### src/hw/rtl/tea_counter_mode_cipher_macros.svh
// Assertion macros for the TEA counter-mode cipher.
// Bodies sample on clk and are disabled while rst is high.
`ifndef TEA_COUNTER_MODE_CIPHER_MACROS_SVH
`define TEA_COUNTER_MODE_CIPHER_MACROS_SVH

// Same-cycle implication.
`define TCMC_ASSERT_NOW(lbl, ante, cons, msg) \
  lbl: assert property (@(posedge clk) disable iff (rst) (ante) |-> (cons)) \
    else $error(msg);

// Next-cycle implication.
`define TCMC_ASSERT_NXT(lbl, ante, cons, msg) \
  lbl: assert property (@(posedge clk) disable iff (rst) (ante) |=> (cons)) \
    else $error(msg);

`endif

### src/hw/rtl/tea_ctr_pkg.sv
// Shared types and constants for the TEA counter-mode cipher.
// No dependencies; used by the interfaces, the round cell and the top level.
package tea_ctr_pkg;

  localparam int unsigned WORD_W    = 32;
  localparam int unsigned BLOCK_W   = 64;
  localparam int unsigned COUNT_W   = 4;
  localparam int unsigned NUM_BYTES = 8;
  localparam int unsigned TEA_ROUNDS = 32;
  // Two half-round cells per TEA round.
  localparam int unsigned NUM_CELLS = 2 * TEA_ROUNDS;

  localparam logic [WORD_W-1:0]  TEA_DELTA  = 32'h9e37_79b9;
  localparam logic [COUNT_W-1:0] FULL_COUNT = 4'd8;

  typedef enum logic [1:0] {
    REG_KEY0 = 2'd0,
    REG_KEY1 = 2'd1,
    REG_KEY2 = 2'd2,
    REG_KEY3 = 2'd3
  } reg_idx_t;

  // Contents of one cell of the round chain.
  typedef struct packed {
    logic               valid;
    logic [WORD_W-1:0]  u;      // half updated in the next cell
    logic [WORD_W-1:0]  w;      // half used to update u in the next cell
    logic [BLOCK_W-1:0] data;
    logic [COUNT_W-1:0] count;
  } cell_t;

  // Keep bytes below count, zero the rest.
  function automatic logic [BLOCK_W-1:0] byte_mask(input logic [COUNT_W-1:0] count);
    logic [BLOCK_W-1:0] m;
    m = '0;
    for (int b = 0; b < NUM_BYTES; b++) begin
      if (COUNT_W'(b) < count) begin
        m[b*8 +: 8] = 8'hff;
      end
    end
    return m;
  endfunction

endpackage

### src/hw/rtl/tea_ctr_cell.sv
// One half-round cell of the TEA chain: adds the round function of w into u,
// then swaps the halves for the next cell. Depends on tea_ctr_pkg.
module tea_ctr_cell #(
  parameter logic [31:0] ROUND_SUM = 32'h9e37_79b9
) (
  input  logic                            clk,
  input  logic                            rst,
  input  logic                            en,
  input  logic [tea_ctr_pkg::WORD_W-1:0]  key_a,
  input  logic [tea_ctr_pkg::WORD_W-1:0]  key_b,
  input  tea_ctr_pkg::cell_t              cell_in,
  output tea_ctr_pkg::cell_t              cell_out
);

  logic [tea_ctr_pkg::WORD_W-1:0] mix;
  tea_ctr_pkg::cell_t             cell_next;

  always_comb begin
    mix = ((cell_in.w << 4) + key_a) ^ (cell_in.w + ROUND_SUM) ^ ((cell_in.w >> 5) + key_b);
    cell_next       = cell_in;
    cell_next.u     = cell_in.w;
    cell_next.w     = cell_in.u + mix;
  end

  // payload needs no reset
  always_ff @(posedge clk) begin
    if (rst) begin
      cell_out.valid <= 1'b0;
    end else if (en) begin
      cell_out.valid <= cell_next.valid;
    end
    if (en) begin
      cell_out.u     <= cell_next.u;
      cell_out.w     <= cell_next.w;
      cell_out.data  <= cell_next.data;
      cell_out.count <= cell_next.count;
    end
  end

endmodule

### config.mk
export PLATFORM = sky130hd
export DESIGN_NAME = tea_ctr_cell
export DESIGN_NICKNAME = d
export VERILOG_FILES = /design/src/hw/rtl/tea_counter_mode_cipher_macros.svh /design/src/hw/rtl/tea_ctr_pkg.sv /design/src/hw/rtl/tea_ctr_cell.sv
export SDC_FILE = /design/constraint.sdc
export NUM_CORES = 1
export LEC_CHECK = 0
export BUFFER_PORTS_ARGS = -buffer_cell sky130_fd_sc_hd__buf_4
export CAP_MARGIN = 20
export CORE_MARGIN = 2
export CORE_UTILIZATION = 39
export CTS_BUF_LIST = sky130_fd_sc_hd__clkbuf_16
export DETAILED_ROUTE_END_ITERATION = 8
export HOLD_SLACK_MARGIN = 0.02
export PLACE_DENSITY = 0.67
export SKIP_CTS_REPAIR_TIMING = 1
export SLEW_MARGIN = 20
export SYNTH_ARGS = -nofsm -noshare
export SYNTH_HDL_FRONTEND = slang
export SYNTH_SLANG_ARGS = --single-unit
export TNS_END_PERCENT = 100
### constraint.sdc
create_clock -name clk -period 4 [get_ports clk]
set_input_delay 0 -clock clk [delete_from_list [all_inputs] [get_ports clk]]
set_output_delay 0 -clock clk [all_outputs]
set_load 0.02 [all_outputs]
==> results.cfg <==
[outcome]
status = completed

[logic_synthesis]
synth.most_common_cell = xnor2_1
yosys_register_bits = 133
synth_compound_area_share_pct = 16.2
synth-edff-count = 132
netlist_area_um2 = 9260
synth_area_leaders = edfxtp_1, xnor2_1, ha_1
synth-seq-area-share_pct = 43.0
yosys.area.top_type = edfxtp_1
syn_nets = 1132
postSynthAreaPerCell_um2 = 11.0
yosysWarnings = 0
synth.top_cells.by_count = xnor2_1, edfxtp_1, ha_1, a21oi_1, nand2_1
synthMuxAreaShare_pct = 0.216
synthSimpleGateAreaFrac_pct = 9.72
synth_top_family_by_area = XOR/XNOR gates
async_flop_share_pct = 0
synth_cell_types = 61
synthCells = 841
synth_fa_ha_area_share_pct = 12.5
synth_ff_type = edfxtp_1
synth.top_cell.area_share_pct = 42.8
synth-xor-area-share_pct = 16.9

[sta]
setup_viol = 0
tightest_slew_ns = 0.629
period_share_pct = 96.4
holdWs_ns = 0.0414
fin_skew_ns = 0
min_period_ns = 3.86
hold_viol = 0
relSlewSlack_pct = 58.1
clock.fmax_mhz = 259
setup_slack_ns = 0.144
drv_slew = 0

[clock_tree]
clk_latency_ns = 0.41
cts_tree = done
clock-root-buffer = clkbuf_16
cts_sinks = 133
ctsHtreeMaxLevel = 4
path_clk_slew_ns = 0.07
clk_path_buf_depth = 2
cts_buffers = 17

[place]
post-place-ws_ns = -0.446
dpl.hpwl_mm = 24.2
place_area_um2 = 13600
gp_congestion = 0.910
io_buffers = 332

[pwr]
clkPwrFrac_pct = 20.6
peakVddDrop_mv = 0.278
p_sw_share_pct = 36.3
p_leak_nw = 6.92
seq_power_share_pct = 26.3
p_int_mw = 4.78
switchingPower_mw = 2.73
total_power_mw = 7.51
pwr-share-comb_pct = 53.1
powerDensity_nw_per_um2 = 488

[detailed_routing]
dr.pass1.iters = 5
ant_nets = 0
vias = 8921
wl_mm = 31.7
wire_per_inst_um = 17.5
drc_errors = 0
drt_iter0_drc = 491
via_per_inst = 4.92

[die]
dieHeight_um = 158
ios = 333
initial_core_util_pct = 39.6
rows = 56
core-area_um2 = 23400
die_x_um = 158
dieArea_um2 = 25000

[setup_path]
slowest_delay_ns = 0.54
cp-start-kind = primary input
cp_top_family = compound AO/OA/AOI/OAI gates
r2r-start = cell_out[132]
critPathKind = in2reg
critical_path_required_ns = 4.16
critPathMostFrequentCell = buf_4
path_cells = buf_4 -> dlygate4sd3_1 -> buf_4 -> ha_1 -> a21o_1 -> or2_2 -> a211oi_1 -> o21ai_0 -> o211ai_1 -> xnor2_1 -> xnor2_1 -> ha_1 -> buf_4 -> a21oi_1 -> nor2b_1 -> a211oi_1 -> o21ai_1 -> xor2_1
cp_max_fo = 6
path_buf_inv = 4
cp-end-kind = register
crit_start = cell_in[84]
cp.arrival_ns = 4.02
cpMaxStageDelayCell = dlygate4sd3_1

[cells_and_area]
area_growth_pct = 66.3
fin_area_um2 = 15400
largest_reg_flops = 133
final.fill_count = 1922
fin_nets = 1772
drive_gt1_share_pct = 40.5
num_antenna_cells = 0
top_register = cell_out
biggestRegsByFlops = cell_out (133)
fin_util_pct = 65.8

[worst_hold_path]
min-delay-start = en
hp-class = in2reg

[global_routing]
grt.total_usage_pct = 22.7
grt_max_degree = 54
grt_pass1_wl_mm = 43.2
antenna_found_initial = 0
grt_remaining_overflow = 0
grt_pass1_vias = 8372

[flow_run]
drv_cap = 0
-- layout make-up --
cell class | instances | area (µm²) | share of cell area, %
tap | 319 | 399 | 2.59
multi-input combinational | 674 | 5370 | 34.9
sequential | 133 | 3980 | 25.9
clock buffer | 17 | 425 | 2.76
timing repair buffer | 625 | 4970 | 32.3
clock inverter | 15 | 144 | 0.935
inverter | 30 | 113 | 0.731
-- placed cells by master (no fill, tap or decap), types with 10 or more instances in the layout --
cell type / instances
o21ai_0: 30
clkbuf_16: 17
dlygate4sd3_1: 103
inv_1: 30
xor2_1: 33
o21bai_1: 17
nor2_1: 37
a21oi_1: 59
ha_1: 85
xnor2_1: 134
buf_4: 520
a21oi_2: 13
edfxtp_1: 132
nand3_1: 14
a21o_1: 36
nand2b_1: 10
nand2_1: 48
a31oi_1: 10
-- metal layers --
layer	routed length, µm	up-vias	part of all wire, %	global-route usage (%)
li1	-	4436	-	-
met1	13600	4153	43	28.9
met2	15800	290	50	39.5
met3	1690	42	5.3	3.64
met4	597	0	1.9	7.12
met5	0	-	0	0
-- logic make-up after synthesis --
family	Yosys count
AOI/OAI and AO/OA	231
xor gates and xnor gates	176
and+or+nand+nor	174
DFF	133
adders and majority gates	91
buffers and inverters	34
muxes	2
-- stage by stage --
stage	instances	TNS (ns)
after floorplan	841	0
after global placement	1675	-1.44
after detailed placement	1675	-1.99
after CTS	1707	-0.0219
after global routing	1813	-0.0152
final	1813	0
-- worst reg2reg max path: cells and delay by family, from the launching register on --
kind / cells / cell delay [ns]
multiplexers: 1 / 0.13
flip-flops: 1 / 0.32
buffers and inverters: 1 / 0.57
AND/OR/NAND/NOR: 1 / 0.05
-- path summary, 6_finish.rpt --
kind | cells past startpoint | to | slack (ns)
worst max-delay path | 18 | cell_out[97] | 0.14
worst max register to register | 3 | cell_out[132] | 2.81
worst min-delay path | 1 | cell_out[72] | 0.04
worst min register to register | 3 | cell_out[132] | 1.10
-- power groups by stage --
stage	registers (mW)	clock network, mW	logic [mW]
3_5_place_dp	2.00	0	3.75
4_1_cts	1.98	1.58	3.77
6_report	1.98	1.55	3.99
2_1_floorplan	2.33	0	1.88
5_1_grt	2.00	1.63	4.33
3_3_place_gp	2.00	0	3.71
(Power assumes the default switching activity.)
